<file path="src/hw/rtl/assert_macros.svh">
// Assertion macros used by the top-level RTL file of the sprite entry tile expander.
// No dependencies; define NO_ASSERTIONS to compile them out.
`ifndef ASSERT_MACROS_SVH
`define ASSERT_MACROS_SVH

`ifndef NO_ASSERTIONS

// a in this cycle implies c in the same cycle
`define ASSERT_SAME(lbl, clk, rst_n, a, c) \
    lbl: assert property (@(posedge clk) disable iff (!rst_n) (a) |-> (c)) \
        else $error("assertion failed: same-cycle implication");

// a in this cycle implies c in the next cycle
`define ASSERT_NEXT(lbl, clk, rst_n, a, c) \
    lbl: assert property (@(posedge clk) disable iff (!rst_n) (a) |=> (c)) \
        else $error("assertion failed: next-cycle implication");

`else

`define ASSERT_SAME(lbl, clk, rst_n, a, c)
`define ASSERT_NEXT(lbl, clk, rst_n, a, c)

`endif

`endif

</file>
<file path="src/hw/rtl/setx_pkg.sv">
// Package of the sprite entry tile expander: field widths, controller states
// and the command/status structs between controller and datapath. No dependencies.
`timescale 1ns / 1ps

package setx_pkg;

    localparam int TILE_W  = 16;
    localparam int COLOR_W = 6;
    localparam int SIZE_W  = 3;
    localparam int POS_W   = 14;
    localparam int CPOS_W  = 15;
    localparam int CELL_SH = 4;

    typedef enum logic [0:0] {
        S_IDLE,
        S_RUN
    } t_setx_state;

    typedef struct packed {
        logic load;
        logic step;
    } t_setx_cmd;

    typedef struct packed {
        logic in_tile_zero;
        logic at_last;
        logic out_free;
    } t_setx_sts;

endpackage

</file>
<file path="src/hw/rtl/sprite_entry_tile_expander.sv">
// Top level of the sprite entry tile expander: controller plus datapath.
// Depends on setx_pkg, setx_ctrl, setx_dpath and assert_macros.svh.
`timescale 1ns / 1ps
`include "assert_macros.svh"

// One sprite entry (attr and pos words) is taken per input beat while the
// block is idle. An entry with a zero start tile yields no output and the
// block stays ready. Otherwise it emits width*height cell beats, 1 to 64,
// column-major, one per cycle when the output is not stalled; the controller
// steps the cell counters of the datapath whenever the output register is
// free, so any output stall holds the block busy for longer.
// The next entry is taken the cycle after the final cell is loaded
// into the output register, even while that beat still waits to be taken.
// The last beat has o_last_cell set.
module sprite_entry_tile_expander
    import setx_pkg::*;
(
    input  logic                     i_clk,
    input  logic                     i_rst_n,
    input  logic                     i_in_valid,
    output logic                     o_in_stall,
    input  logic [31:0]              i_attr_word,
    input  logic [31:0]              i_pos_word,
    output logic                     o_out_valid,
    input  logic                     i_out_stall,
    output logic [TILE_W-1:0]        o_cell_tile,
    output logic [COLOR_W-1:0]       o_cell_color,
    output logic signed [CPOS_W-1:0] o_cell_x,
    output logic signed [CPOS_W-1:0] o_cell_y,
    output logic                     o_last_cell
);

    t_setx_cmd   w_cmd;
    t_setx_sts   w_sts;
    t_setx_state w_state;

    logic w_in_beat;
    logic w_in_blank;
    logic w_last_step;
    logic w_marked_out;

    setx_ctrl u_ctrl (
        .i_clk      (i_clk),
        .i_rst_n    (i_rst_n),
        .i_in_valid (i_in_valid),
        .o_in_stall (o_in_stall),
        .i_sts      (w_sts),
        .o_cmd      (w_cmd),
        .o_state    (w_state)
    );

    setx_dpath u_dpath (
        .i_clk        (i_clk),
        .i_rst_n      (i_rst_n),
        .i_attr_word  (i_attr_word),
        .i_pos_word   (i_pos_word),
        .i_cmd        (w_cmd),
        .o_sts        (w_sts),
        .i_out_stall  (i_out_stall),
        .o_out_valid  (o_out_valid),
        .o_cell_tile  (o_cell_tile),
        .o_cell_color (o_cell_color),
        .o_cell_x     (o_cell_x),
        .o_cell_y     (o_cell_y),
        .o_last_cell  (o_last_cell)
    );

    assign w_in_beat    = i_in_valid && !o_in_stall;
    assign w_in_blank   = (i_attr_word[31:16] == '0);
    assign w_last_step  = w_cmd.step && w_sts.at_last;
    assign w_marked_out = o_out_valid && o_last_cell;

    // accepted entry with a nonzero tile starts expansion
    `ASSERT_NEXT(a_start_run, i_clk, i_rst_n, w_in_beat && !w_in_blank, w_state == S_RUN)
    // entry with a zero tile leaves the block idle
    `ASSERT_NEXT(a_zero_idle, i_clk, i_rst_n, w_in_beat && w_in_blank, w_state == S_IDLE)
    // final cell step returns to idle with a marked beat on the output
    `ASSERT_NEXT(a_last_beat, i_clk, i_rst_n, w_last_step, (w_state == S_IDLE) && w_marked_out)
    // cells are stepped only while running
    `ASSERT_SAME(a_step_run, i_clk, i_rst_n, w_cmd.step, w_state == S_RUN)

endmodule

</file>
<file path="src/hw/rtl/setx_ctrl.sv">
// Controller of the sprite entry tile expander: idle/run state machine.
// Depends on setx_pkg.
`timescale 1ns / 1ps

module setx_ctrl
    import setx_pkg::*;
(
    input  logic        i_clk,
    input  logic        i_rst_n,
    input  logic        i_in_valid,
    output logic        o_in_stall,
    input  t_setx_sts   i_sts,
    output t_setx_cmd   o_cmd,
    output t_setx_state o_state
);

    t_setx_state r_state;
    t_setx_state n_state;

    always_ff @(posedge i_clk) begin
        if (!i_rst_n) begin
            r_state <= S_IDLE;
        end else begin
            r_state <= n_state;
        end
    end

    always_comb begin
        n_state    = r_state;
        o_cmd      = '0;
        o_in_stall = 1'b1;
        unique case (r_state)
            S_IDLE: begin
                o_in_stall = 1'b0;
                if (i_in_valid) begin
                    o_cmd.load = 1'b1;
                    if (!i_sts.in_tile_zero) begin
                        n_state = S_RUN;
                    end
                end
            end
            S_RUN: begin
                if (i_sts.out_free) begin
                    o_cmd.step = 1'b1;
                    if (i_sts.at_last) begin
                        n_state = S_IDLE;
                    end
                end
            end
            default: begin
                n_state = S_IDLE;
            end
        endcase
    end

    assign o_state = r_state;

endmodule

</file>
<file path="src/hw/rtl/setx_dpath.sv">
// Datapath of the sprite entry tile expander: entry registers, cell counters
// and the output register. Depends on setx_pkg.
`timescale 1ns / 1ps

module setx_dpath
    import setx_pkg::*;
(
    input  logic                     i_clk,
    input  logic                     i_rst_n,
    input  logic [31:0]              i_attr_word,
    input  logic [31:0]              i_pos_word,
    input  t_setx_cmd                i_cmd,
    output t_setx_sts                o_sts,
    input  logic                     i_out_stall,
    output logic                     o_out_valid,
    output logic [TILE_W-1:0]        o_cell_tile,
    output logic [COLOR_W-1:0]       o_cell_color,
    output logic signed [CPOS_W-1:0] o_cell_x,
    output logic signed [CPOS_W-1:0] o_cell_y,
    output logic                     o_last_cell
);

    logic [TILE_W-1:0]  r_tile;
    logic [COLOR_W-1:0] r_color;
    logic [SIZE_W-1:0]  r_wm1;
    logic [SIZE_W-1:0]  r_hm1;
    logic [SIZE_W-1:0]  r_col;
    logic [SIZE_W-1:0]  r_row;
    logic [POS_W-1:0]   r_xpos;
    logic [POS_W-1:0]   r_ypos;

    logic                     r_out_valid;
    logic [TILE_W-1:0]        r_out_tile;
    logic [COLOR_W-1:0]       r_out_color;
    logic [CPOS_W-1:0]        r_out_x;
    logic [CPOS_W-1:0]        r_out_y;
    logic                     r_out_last;

    logic              w_row_end;
    logic              w_col_end;
    logic [CPOS_W-1:0] w_x;
    logic [CPOS_W-1:0] w_y;

    assign w_row_end = (r_row == r_hm1);
    assign w_col_end = (r_col == r_wm1);

    // sign-extended position plus 16 * offset
    assign w_x = {r_xpos[POS_W-1], r_xpos}
               + {{(CPOS_W-SIZE_W-CELL_SH){1'b0}}, r_col, {CELL_SH{1'b0}}};
    assign w_y = {r_ypos[POS_W-1], r_ypos}
               + {{(CPOS_W-SIZE_W-CELL_SH){1'b0}}, r_row, {CELL_SH{1'b0}}};

    assign o_sts.in_tile_zero = (i_attr_word[31:16] == '0);
    assign o_sts.at_last      = w_row_end && w_col_end;
    assign o_sts.out_free     = !r_out_valid || !i_out_stall;

    always_ff @(posedge i_clk) begin
        if (i_cmd.load) begin
            r_tile  <= i_attr_word[31:16];
            r_color <= i_attr_word[5:0];
            r_wm1   <= i_attr_word[10:8];
            r_hm1   <= i_attr_word[14:12];
            r_xpos  <= i_pos_word[13:0];
            r_ypos  <= i_pos_word[29:16];
            r_col   <= '0;
            r_row   <= '0;
        end else if (i_cmd.step) begin
            r_tile <= r_tile + 1'b1;
            if (w_row_end) begin
                r_row <= '0;
                r_col <= r_col + 1'b1;
            end else begin
                r_row <= r_row + 1'b1;
            end
        end
    end

    always_ff @(posedge i_clk) begin
        if (i_cmd.step) begin
            r_out_tile  <= r_tile;
            r_out_color <= r_color;
            r_out_x     <= w_x;
            r_out_y     <= w_y;
            r_out_last  <= w_row_end && w_col_end;
        end
    end

    always_ff @(posedge i_clk) begin
        if (!i_rst_n) begin
            r_out_valid <= 1'b0;
        end else if (i_cmd.step) begin
            r_out_valid <= 1'b1;
        end else if (!i_out_stall) begin
            r_out_valid <= 1'b0;
        end
    end

    assign o_out_valid  = r_out_valid;
    assign o_cell_tile  = r_out_tile;
    assign o_cell_color = r_out_color;
    assign o_cell_x     = r_out_x;
    assign o_cell_y     = r_out_y;
    assign o_last_cell  = r_out_last;

endmodule
</file>
<file path="config.mk">
export PLATFORM = sky130hd
export DESIGN_NAME = sprite_entry_tile_expander
export DESIGN_NICKNAME = d
export VERILOG_FILES = /design/src/hw/rtl/setx_pkg.sv /design/src/hw/rtl/sprite_entry_tile_expander.sv /design/src/hw/rtl/setx_ctrl.sv /design/src/hw/rtl/setx_dpath.sv
export VERILOG_INCLUDE_DIRS = /design/src /design/src/hw/rtl
export SDC_FILE = /design/constraint.sdc
export NUM_CORES = 1
export LEC_CHECK = 0
export ABC_AREA = 1
export BUFFER_PORTS_ARGS = -buffer_cell sky130_fd_sc_hd__clkbuf_2
export CAP_MARGIN = 20
export CORE_AREA = 2 2 202 105
export CTS_BUF_LIST = sky130_fd_sc_hd__clkbuf_8
export CTS_CLUSTER_SIZE = 20
export DETAILED_ROUTE_END_ITERATION = 8
export DIE_AREA = 0 0 204 107
export PLACE_DENSITY = 0.49
export SLEW_MARGIN = 20
export SYNTH_ARGS = -nofsm -noshare
export SYNTH_HDL_FRONTEND = slang
export SYNTH_HIERARCHICAL = 1
export SYNTH_SLANG_ARGS = --single-unit
</file>
<file path="constraint.sdc">
create_clock -name i_clk -period 9.8 [get_ports i_clk]
set_input_delay 0.98 -clock i_clk [delete_from_list [all_inputs] [get_ports i_clk]]
set_output_delay 0.98 -clock i_clk [all_outputs]
set_load 0.02 [all_outputs]
</file>
==> results of run 1 <==
## power by group through the flow
stage               sequential [µW]  combinational, µW  clock (µW)
floorplan                       654               69.6           0
global placement                639                140           0
detailed placement              641                142           0
CTS                             630                143         405
global route                    635                159         426
finish                          629                141         388
## area by class of cell
| class | instances | area share, % |
|---|---|---|
| clock buffers | 17 | 3.82 |
| repair buffers | 116 | 9.56 |
| inverters | 47 | 2.88 |
| clock inverters | 13 | 1.57 |
| multi-input cells | 220 | 20.5 |
| well taps | 273 | 5.58 |
| flip-flops and latches | 117 | 56.1 |
## flip-flops by register name (all words and copies together), names as in the netlist, 3 cells and up
register              cells
u_dpath/r_hm1             3
u_dpath/r_xpos           14
u_dpath/o_cell_tile      16
u_dpath/r_ypos           14
u_dpath/r_col             3
u_dpath/r_row             3
u_dpath/r_tile           16
u_dpath/r_color           6
u_dpath/o_cell_y         15
u_dpath/o_cell_color      6
u_dpath/r_wm1             3
u_dpath/o_cell_x         15
## path summary, 6_finish.rpt
path,endpoint,cells past startpoint
worst min-delay path,u_dpath/o_cell_color[4],0
worst max register to register,u_dpath/r_tile[12],4
worst min register to register,u_dpath/o_cell_color[4],0
worst max-delay path,u_dpath/r_tile[12],6
## through the flow
step	utilization (%)	setup WS (ps)	cells	hold slack [ps]
finish	30.5	6610	803	421
global route	30.5	6370	803	426
CTS	30.5	6560	803	422
detailed placement	28.8	6080	773	405
global placement	28.8	6160	773	400
floorplan	-	5740	389	400
## per-layer routing
| metal | share of wire, % | routed length, µm |
|---|---|---|
| met5 | 0 | 0 |
| met3 | 7.5 | 868 |
| met4 | 1.2 | 140 |
| met1 | 51 | 5970 |
| met2 | 40 | 4630 |
==> out/results.txt, run 1 <==
Buffering stage count on the worst path with inverters included: 4. The count of buffers added on input and output ports is 114. Clock-pin slew was measured on the worst setup and hold paths at 70 ps. Entering global routing, the biggest net connects 63 pins.

The maximum fanout encountered on the critical timing path is 62. The core region is 20,100 µm². Grouping stages by cell kind, the critical path spends the most delay in buffers and inverters. Type of element capturing the critical path: a flip-flop.

The clock root buffer master is sky130_fd_sc_hd__clkbuf_8. Clock tree synthesis found a total of 117 sinks. IR analysis of the VDD net gives a maximum drop of 0.0687 mV.

The sequential group share of total power was 54.4%; the synthesized netlist net count was 468. The clock arrives with 10.9 ps of skew. The first-pass iteration count of the detailed router came out at 4. In this run the horizontal extent of the chip is 204 µm. The first global-routing pass estimated 18,200 µm of wire.

The wire length per cell was 14.5 µm. Post-CTS timing repair inserted 0 buffers for setup. The number of failing setup endpoints in the final timing report came out at 0.

Of the total power, combinational logic draws 12.1%. The timing-limited maximum frequency came out at 313 MHz. For the worst setup path, the data arrival time is 3250 ps. In this run the static leakage power is 0.00250 µW.

For the CTS buffer count, the log shows 17. The analysis attributes to net switching a power of 319 µW. Via count of the first global-routing pass: 3,324. The worst register-to-register path has a setup slack of 6920 ps.

The HPWL after detailed placement is 8190 µm. Walking the worst path, the cells encountered are clkbuf_2, inv_1, nor2_4, buf_4, inv_1, nand2_1. Max-slew violation count: 0. The floorplan has 37 rows. For the worst-skew pair, the clock arrives at the later sink with an insertion delay of 430 ps. The largest individual stage delay along the critical path comes from the cell sky130_fd_sc_hd__nand2_1.

The clock network is responsible for 33.5% of the overall power. After global routing the overflow that remains totals 0. The startpoint identified for the worst register-to-register timing path is u_ctrl/o_state.

The post-synthesis cell count was 389; the number of maximum-capacitance violations was 0. The transition time at the pin with the least slew margin came out at 866 ps. Area overhead of the layout relative to synthesis: 25.0%.

Using the TritonRoute via totals, the vias-per-cell ratio works out to 4.03. The Yosys step of the flow raised 6 warnings. Setup repair after global routing left no endpoint under its margin. The run finished with clean final reports. The share of the clock period used by the worst path after layout is 32.6%, and the final instance area is 6120 µm². The worst path needs 3190 ps of the cycle, external delays included.

Gates resized during post-CTS repair numbered 0. The number of antenna diodes in the final layout is 0. Startpoint kind of the worst setup timing path: a primary input. The logs give 0 for the hold violation count in the final report and 0 ps for the total negative setup slack. The internal portion of the total power is 839 µW. The run gives 11,600 µm as the total length of routed wires.

The violation count after the first detailed-routing iteration was 248; the fraction of layout instances using a drive strength above 1 was 31.7%. The run gives 11.3% as the overall fraction of global-route tracks in use. The largest single stage delay on the critical path is 790 ps.

By startpoint and endpoint, the worst setup path is classified as in -> reg. TritonCTS built the clock tree. The number of ports placed on the die boundary is 123, and the net count of the finished layout is 598.

The die covers 21,800 µm². The logs give 0 for the initial antenna violation count and 0.795 for the global placer's final weighted congestion. Buffers inserted to repair hold after CTS numbered 0. For this run, design rule violations remaining after detail routing come to 0. The switching power share of the total is 27.5%. After global routing, the most crowded layer is met1. The tools report the met2 usage in global routing as 14.6%.

Leaving out fill and tap cells, the most frequent cells in the layout are 114 x sky130_fd_sc_hd__clkbuf_2, 109 x sky130_fd_sc_hd__edfxtp_1, 85 x sky130_fd_sc_hd__nand2_1, 44 x sky130_fd_sc_hd__inv_1, 25 x sky130_fd_sc_hd__nand3_1. The leading cell type in the layout, fill and taps excluded was sky130_fd_sc_hd__clkbuf_2. The H-tree generated during clock tree synthesis spans 4 levels. The total power was 1160 µW. The most repeated library cell on the critical path was sky130_fd_sc_hd__inv_1. The type of the tightest min-delay check was reg -> reg. In this run the vertical extent of the chip is 107 µm. The filler cell count is 2,087, and the total power density per cell area is 189 nW/µm². Dividing the synthesized area by the synthesized cell count gives 12.6 µm². The maximum clock insertion buffer count is 2. The startpoint of the most critical setup path was i_in_valid. Once the floorplan was initialized, standard cells occupied 24.4% of the core.

The multi-input combinational cell area came out at 1250 µm². Global routing used 4.68% of the available met3 tracks. Data on the critical path is required at its endpoint by 9860 ps. In this run the tightest slew margin relative to its limit is 42.2%. Number of nets with antenna violations after routing: 0. In the final layout, flip-flops and latches occupy 3430 µm². After synthesis the cells add up to 4900 µm². Summing over every cut layer, the via total after detailed routing is 3,235. For the standard cell area after detailed placement, the log shows 5790 µm². For the met1 global-route usage, the log shows 16.3%. The worst hold path begins at u_dpath/r_color[4].
No activity file was read; power rests on OpenSTA's default activity.
==> run 2, diff against run 1 <==
==> constraint.sdc (replaced) <==
create_clock -name i_clk -period 3 [get_ports i_clk]
set_input_delay 0.3 -clock i_clk [delete_from_list [all_inputs] [get_ports i_clk]]
set_output_delay 0.3 -clock i_clk [all_outputs]
set_load 0.02 [all_outputs]
==> out/results.txt, run 2 (synthesis results as in run 1) <==
Fraction of layout instances using a drive strength above 1: 30.4% (-1.3 points). The worst setup path is of the reg -> reg kind. The post-CTS clock slew at the launch and capture registers of the worst setup and hold paths is 70 ps (about the same), and the total number of H-tree levels is 4 (unchanged). Transition time at the pin with the least slew margin: 858 ps (-7.96 ps).

The logs give 32 (+32) for the number of buffers inserted for hold repair after clock tree synthesis and 37 (unchanged) for the number of cell rows. For the endpoint arrival time on the critical path, the log shows 2220 ps (-1030 ps). The quantity of gates resized following cts is 0 (unchanged). Startpoint kind of the worst setup timing path: a flip-flop.

The net count of the finished layout came out at 631 (+5.5%). The logs give 62 (-1.6%) for the maximum number of pins on one net before global-route repair and 1020 ps (-5060 ps) for the worst slack at placement. The critical path goes through ha_1, inv_1, fa_1, nor2_1, o21ai_1, nor2_2, nand2_1, nand2_1, inv_1.

The total power density per cell area works out to 618 nW/µm² (+230%). The latest clock arrival within the worst-skew pair came out at 440 ps (about the same). The run gives 123 (unchanged) as the number of ports placed on the die boundary. Data required time of the critical path: 3200 ps (-6660 ps).

The floorplan die width is 204 µm (unchanged). For the area of all sequential standard cells, the log shows 3430 µm² (unchanged). The maximum fanout encountered on the critical timing path works out to 6 (-90%). The die span in y works out to 107 µm (unchanged). The number of inserted diodes is 0 (unchanged).

Slowest cell on the critical path: sky130_fd_sc_hd__dfxtp_1. Headroom to the max-slew limit: 42.8% (+0.53 points). The detailed-route DRC error count came out at 0 (unchanged).

The buffering stage count on the worst path with inverters included was 2 (-2); the clock skew was 11.5 ps (+0.606 ps). The run gives 0 (unchanged) as the number of nets with antenna violations after routing. The setup slack of the critical path after layout is 982 ps (-5620 ps). Total negative setup slack: 0 ps (unchanged). The filler cell count was 2,048 (-1.9%).

The per-cell via count in the routed design was 3.99 (-1.1%); the highest cell delay on the worst timing path was 480 ps (-310 ps). For the maximum vdd ir drop, the log shows 0.218 mV (+220%). The tightest min-delay check is of the in -> reg type.

For the initial antenna violation count, the log shows 0 (unchanged). The starting density of the core is 24.4% (unchanged). The static leakage was 0.00268 µW (+7.1%); the global-route wire length before repair was 18,200 µm (about the same).

The wire length per cell is 13.8 µm (-4.3%), and the maximum clock insertion buffer count is 2 (unchanged). The number of failing setup endpoints in the final timing report was 0 (unchanged); the count of clock tree sinks was 117 (unchanged). Based on the critical path, the design can be clocked at up to 495 MHz. The post-route core utilization came out at 32.5% (+2.0 points). The violation count after the first detailed-routing iteration came out at 169 (-32%).

The total length of routed wires came out at 11,600 µm (-0.18%). Leaving out fill and tap cells, the most frequent cells in the layout are 114 x sky130_fd_sc_hd__clkbuf_2, 109 x sky130_fd_sc_hd__edfxtp_1, 85 x sky130_fd_sc_hd__nand2_1, 44 x sky130_fd_sc_hd__inv_1, 32 x sky130_fd_sc_hd__dlygate4sd3_1. The final critical delay including setup and external delays came out at 2020 ps. The run gives 0.826 (+3.9%) as the global placer's final weighted congestion. The flow ran to the end, and the final reports show no timing, DRC or antenna violations.

The via count of the first global-routing pass came out at 3,397 (+2.2%). The multi-input combinational cell area was 1250 µm² (unchanged). The total global routing overflow is 0 (unchanged), and the number of maximum-capacitance violations is 0 (unchanged). Vias after detailed routing: 3,340 (+3.2%). The first-pass iteration count of the detailed router was 4 (unchanged); the share of the clock period used by the worst path after layout was 67.3%. Setup repair after global routing left no endpoint under its margin. The post-detailed-placement half-perimeter wirelength is 8090 µm (-1.2%), and the CTS buffer count is 17 (unchanged). For the max-slew violation count, the log shows 0 (unchanged). STA classifies the critical path endpoint as a flip-flop. Clock root buffer master: sky130_fd_sc_hd__clkbuf_8.

The number of I/O port buffers came out at 114 (unchanged). TritonCTS built the clock tree. The run gives 21,800 µm² (unchanged) as the die area.

The family with the most delay on the worst path was adder cells. The logs give 0 (unchanged) for the hold violation count in the final report and 0 (unchanged) for the number of buffers inserted by post-CTS setup repair. The overall fraction of global-route tracks in use is 11.3% (+0.021 points), and the area overhead of the layout relative to synthesis is 33.3%.

Leading cell type in the layout, fill and taps excluded: sky130_fd_sc_hd__clkbuf_2. Total core area: 20,100 µm² (unchanged).
[run 2: cell count changes in the layout (fill, tap and decap cells not counted), sizes merged]
cell and delta:
buf +1, bufinv +1, clkbuf +5, clkinv -3, clkinvlp -1, dlygate4sd3 +32
[run 2: final cells by class]
type	instances	area share, %
Clock buffer	22	4.64
Clock inverter	10	1.61
Inverter	47	2.70
Multi-Input combinational cell	220	19.2
Sequential cell	117	52.6
Tap cell	273	5.23
Timing Repair Buffer	149	14.0
[run 2: final timing paths]
check	slack [ps]	end	cells past startpoint	startpoint
worst max-delay path	980	u_dpath/o_cell_y[14]	9	u_dpath/r_row[0]
worst min register to register	410	u_dpath/o_cell_color[2]	0	u_dpath/r_color[2]
worst min-delay path	50	u_dpath/r_color[4]	1	i_attr_word[4]
worst max register to register	980	u_dpath/o_cell_y[14]	9	u_dpath/r_row[0]
[run 2: worst reg2reg max path: cells and delay by family (launching register included)]
family          cells  cell delay, ps
compound gates      1             120
fa+ha+maj           2             670
buf+inv             2             110
flops               1             480
simple gates        4             410
[run 2: per-layer routing]
layer  GRT usage, %  share of wire [%]
met4           4.55                1.3
met3           4.59                6.7
met2           15.0                 40
met5              0                  0
met1           16.0                 52
[run 2: power by group]
group	internal, µW	switching (µW)
combinational	180	312
clock	839	649
sequential	1960	92.3
total	2980	1050
[run 2: metrics by stage]
| stage | instances | area [µm²] | total power [µW] | hold WS, ps |
|---|---|---|---|---|
| 2_1_floorplan | 389 | 4900 | 2360 | 399 |
| 3_3_place_gp | 774 | 5800 | 2540 | 400 |
| 3_5_place_dp | 774 | 5800 | 2560 | 405 |
| 4_1_cts | 838 | 6530 | 4130 | 0.0433 |
| 5_1_grt | 838 | 6530 | 4260 | 5.12 |
| 6_report | 838 | 6530 | 4040 | 54.3 |
==> run 3, diff against run 2 <==
--- a/config.mk
+++ b/config.mk
@@ -6,15 +6,15 @@
 export SDC_FILE = /design/constraint.sdc
 export NUM_CORES = 1
 export LEC_CHECK = 0
-export ABC_AREA = 1
+export ABC_AREA = 0
 export BUFFER_PORTS_ARGS = -buffer_cell sky130_fd_sc_hd__clkbuf_2
 export CAP_MARGIN = 20
-export CORE_AREA = 2 2 202 105
+export CORE_AREA = 2 2 197 102
 export CTS_BUF_LIST = sky130_fd_sc_hd__clkbuf_8
 export CTS_CLUSTER_SIZE = 20
 export DETAILED_ROUTE_END_ITERATION = 8
-export DIE_AREA = 0 0 204 107
-export PLACE_DENSITY = 0.49
+export DIE_AREA = 0 0 199 104
+export PLACE_DENSITY = 0.5
 export SLEW_MARGIN = 20
 export SYNTH_ARGS = -nofsm -noshare
 export SYNTH_HDL_FRONTEND = slang
==> constraint.sdc (replaced) <==
create_clock -name i_clk -period 1.9 [get_ports i_clk]
set_input_delay 0.19 -clock i_clk [delete_from_list [all_inputs] [get_ports i_clk]]
set_output_delay 0.19 -clock i_clk [all_outputs]
set_load 0.02 [all_outputs]
==> out/results.txt, run 3 <==
The flow ran to the end, and the final reports show no timing, DRC or antenna violations. The via count of the first global-routing pass came out at 3,159 (-7.0%). The first-pass iteration count of the detailed router was 4 (unchanged).

The number of maximum-capacitance violations was 0 (unchanged); the total number of H-tree levels was 4 (unchanged). Number of failing setup endpoints in the final timing report: 0 (unchanged). The clock skew was 8.76 ps (-2.75 ps); the total length of routed wires was 11,000 µm (-4.8%).

Setup repair after global routing left no endpoint under its margin. The mean cell area of the mapped netlist works out to 15.8 µm² (+25%). The type of element capturing the critical path was a flip-flop.

The run gives 0 (unchanged) as the number of inserted diodes. Latest clock arrival within the worst-skew pair: 440 ps (about the same). The net count of the finished layout is 563 (-11%), and the total power density per cell area is 959 nW/µm² (+55%).

The post-detailed-placement half-perimeter wirelength is 7890 µm (-2.5%), and the wire length per cell is 14.5 µm (+4.6%). The max-slew violation count came out at 0 (unchanged). The setup slack of the critical path after layout was 152 ps (-830 ps).

The tools report the vias after detailed routing as 3,059 (-8.4%). The multi-input combinational cell area was 1210 µm² (-3.3%). The hold violation count in the final report was 0 (unchanged); the share of the clock period used by the worst path after layout was 92.0% (+25 points). The run gives 0 (unchanged) as the initial antenna violation count.

Maximum fanout encountered on the critical timing path: 7 (+1). The static leakage is 0.00252 µW (-6.1%). The detailed-route DRC error count was 0 (unchanged); the total core area was 19,100 µm² (-5.2%). For the filler cell count, the log shows 1,865 (-8.9%). The endpoint arrival time on the critical path was 1930 ps (-290 ps).

For the total negative setup slack, the log shows 0 ps (unchanged). The tools report the warning count from the yosys run as 6 (unchanged). Number of nets with antenna violations after routing: 0 (unchanged). The post-CTS clock slew at the launch and capture registers of the worst setup and hold paths is 70 ps (about the same), and the highest cell delay on the worst timing path is 470 ps (about the same). The global-route wire length before repair is 17,400 µm (-4.4%), and the maximum number of pins on one net before global-route repair is 31 (-50%). The slowest cell on the critical path is sky130_fd_sc_hd__edfxtp_1.

Number of cell rows: 36 (-2.7%). The buffering stage count on the worst path with inverters included is 0 (-2), and the die area is 20,700 µm² (-5.2%). The logs give 3440 µm² (+0.11%) for the area of all sequential standard cells and 0 (unchanged) for the number of buffers inserted by post-CTS setup repair. TritonCTS built the clock tree. The floorplan die width works out to 199 µm (-2.5%). For the headroom to the max-slew limit, the log shows 63.2% (+20 points).

The per-cell via count in the routed design was 4.01 (+0.59%); the overall fraction of global-route tracks in use was 11.5% (+0.24 points). The tree is rooted in a sky130_fd_sc_hd__clkbuf_8. The global placer's final weighted congestion was 0.733 (-11%); the post-synth design cell area was 4680 µm² (-4.5%).

The critical path is of the reg -> reg type. Tightest hold margin: 46.9 ps (-7.37 ps). The kind of cell with the highest combined delay along the critical path is simple AND/OR/NAND/NOR gates. The synthesized netlist net count is 376 (-20%), and the violation count after the first detailed-routing iteration is 161 (-4.7%). The total global routing overflow is 0 (unchanged). The number of I/O port buffers works out to 114 (unchanged). Starting density of the core: 24.6% (+0.18 points).

The tightest min-delay check is of the in -> reg type. Timing-limited maximum frequency: 572 MHz (+15%). The fraction of layout instances using a drive strength above 1 is 35.8% (+5.4 points), and the post-synthesis cell count is 297 (-24%).

The logs give 17 (unchanged) for the CTS buffer count and 117 (unchanged) for the count of clock tree sinks. The worst slack at placement is 42.4 ps (-978 ps), and the die span in y is 104 µm (-2.8%). The data required time of the critical path came out at 2090 ps (-1110 ps). The run gives 123 (unchanged) as the number of ports placed on the die boundary. In the layout the commonest cells are 114 x sky130_fd_sc_hd__clkbuf_2, 109 x sky130_fd_sc_hd__edfxtp_1, 42 x sky130_fd_sc_hd__dlygate4sd3_1, 22 x sky130_fd_sc_hd__nand2_1, 20 x sky130_fd_sc_hd__xnor2_1. The maximum clock insertion buffer count is 2 (unchanged). The critical path goes through nand3_2, nor4_2, nor3b_1, a221o_1. The library cell used most frequently in the layout, excluding fill and tap cells, is sky130_fd_sc_hd__clkbuf_2. For the maximum vdd ir drop, the log shows 0.362 mV (+66%). Startpoint kind of the worst setup timing path: a flip-flop. The transition time at the pin with the least slew margin was 547 ps (-311 ps); the final critical delay including setup and external delays was 1750 ps (-270 ps). The area overhead of the layout relative to synthesis works out to 39.7%.
## run 3: changes by cell type in the layout (fill, tap and decap cells not counted), moves of 8 or more
| cell | before | now |
|---|---|---|
| sky130_fd_sc_hd__nand3_1 | 25 | 11 |
| sky130_fd_sc_hd__nor2_1 | 16 | 8 |
| sky130_fd_sc_hd__buf_4 | 3 | 16 |
| sky130_fd_sc_hd__nand2_1 | 85 | 22 |
| sky130_fd_sc_hd__xor2_1 | 6 | 15 |
| sky130_fd_sc_hd__dlygate4sd3_1 | 32 | 42 |
| sky130_fd_sc_hd__inv_1 | 44 | 15 |
## run 3: power by group
part	total (µW)	leakage [µW]	internal [µW]	switching [µW]
clock	2280	0.000201	1260	1020
sequential	3190	0.00111	3080	117
combinational	799	0.00121	343	456
## run 3: cell type report
| class | count | area share (%) |
|---|---|---|
| Tap cell | 266 | 5.09 |
| Sequential cell | 117 | 52.6 |
| Clock buffer | 17 | 3.58 |
| Inverter | 11 | 0.631 |
| Timing Repair Buffer | 173 | 17.3 |
| Multi-Input combinational cell | 164 | 18.6 |
| Clock inverter | 15 | 2.28 |
## run 3: timing repair
| action | in CTS | in global routing |
|---|---|---|
| hold buffers | 42 | 0 |
| endpoints found under the setup margin | 0 | 6 |
| gates resized for setup | 0 | 7 |
| endpoints found under the hold margin | 42 | 0 |
## run 3: path summary, 6_finish.rpt
kind	start	endpoint	slack, ps	cells after the start
min	i_attr_word[19]	u_dpath/r_tile[3]	50	3
min reg2reg	u_dpath/r_ypos[2]	u_dpath/o_cell_y[2]	420	0
max reg2reg	u_dpath/r_tile[6]	u_dpath/r_tile[14]	150	4
max	u_dpath/r_tile[6]	u_dpath/r_tile[14]	150	4
## run 3: tightest hold or removal path: stages
cell and delay, ps:
sky130_fd_sc_hd__clkbuf_2 90, sky130_fd_sc_hd__nand2_1 40, sky130_fd_sc_hd__o21ai_0 60
## run 3: routing by layer
| metal | global-route usage (%) | routed length [µm] |
|---|---|---|
| met5 | 0 | 0 |
| met2 | 15.4 | 4550 |
| met3 | 4.90 | 659 |
| met4 | 4.00 | 94 |
| met1 | 16.5 | 5730 |
## run 3: through the flow
| step | cells | util [%] | area, µm² | power [µW] |
|---|---|---|---|---|
| after global routing | 763 | 34.3 | 6540 | 6590 |
| after CTS | 763 | 34.2 | 6520 | 6370 |
| final | 763 | 34.3 | 6540 | 6270 |
| after floorplan | 297 | - | 4700 | 3640 |
| after detailed placement | 689 | 30.0 | 5720 | 3980 |
| after global placement | 689 | 30.0 | 5720 | 3960 |
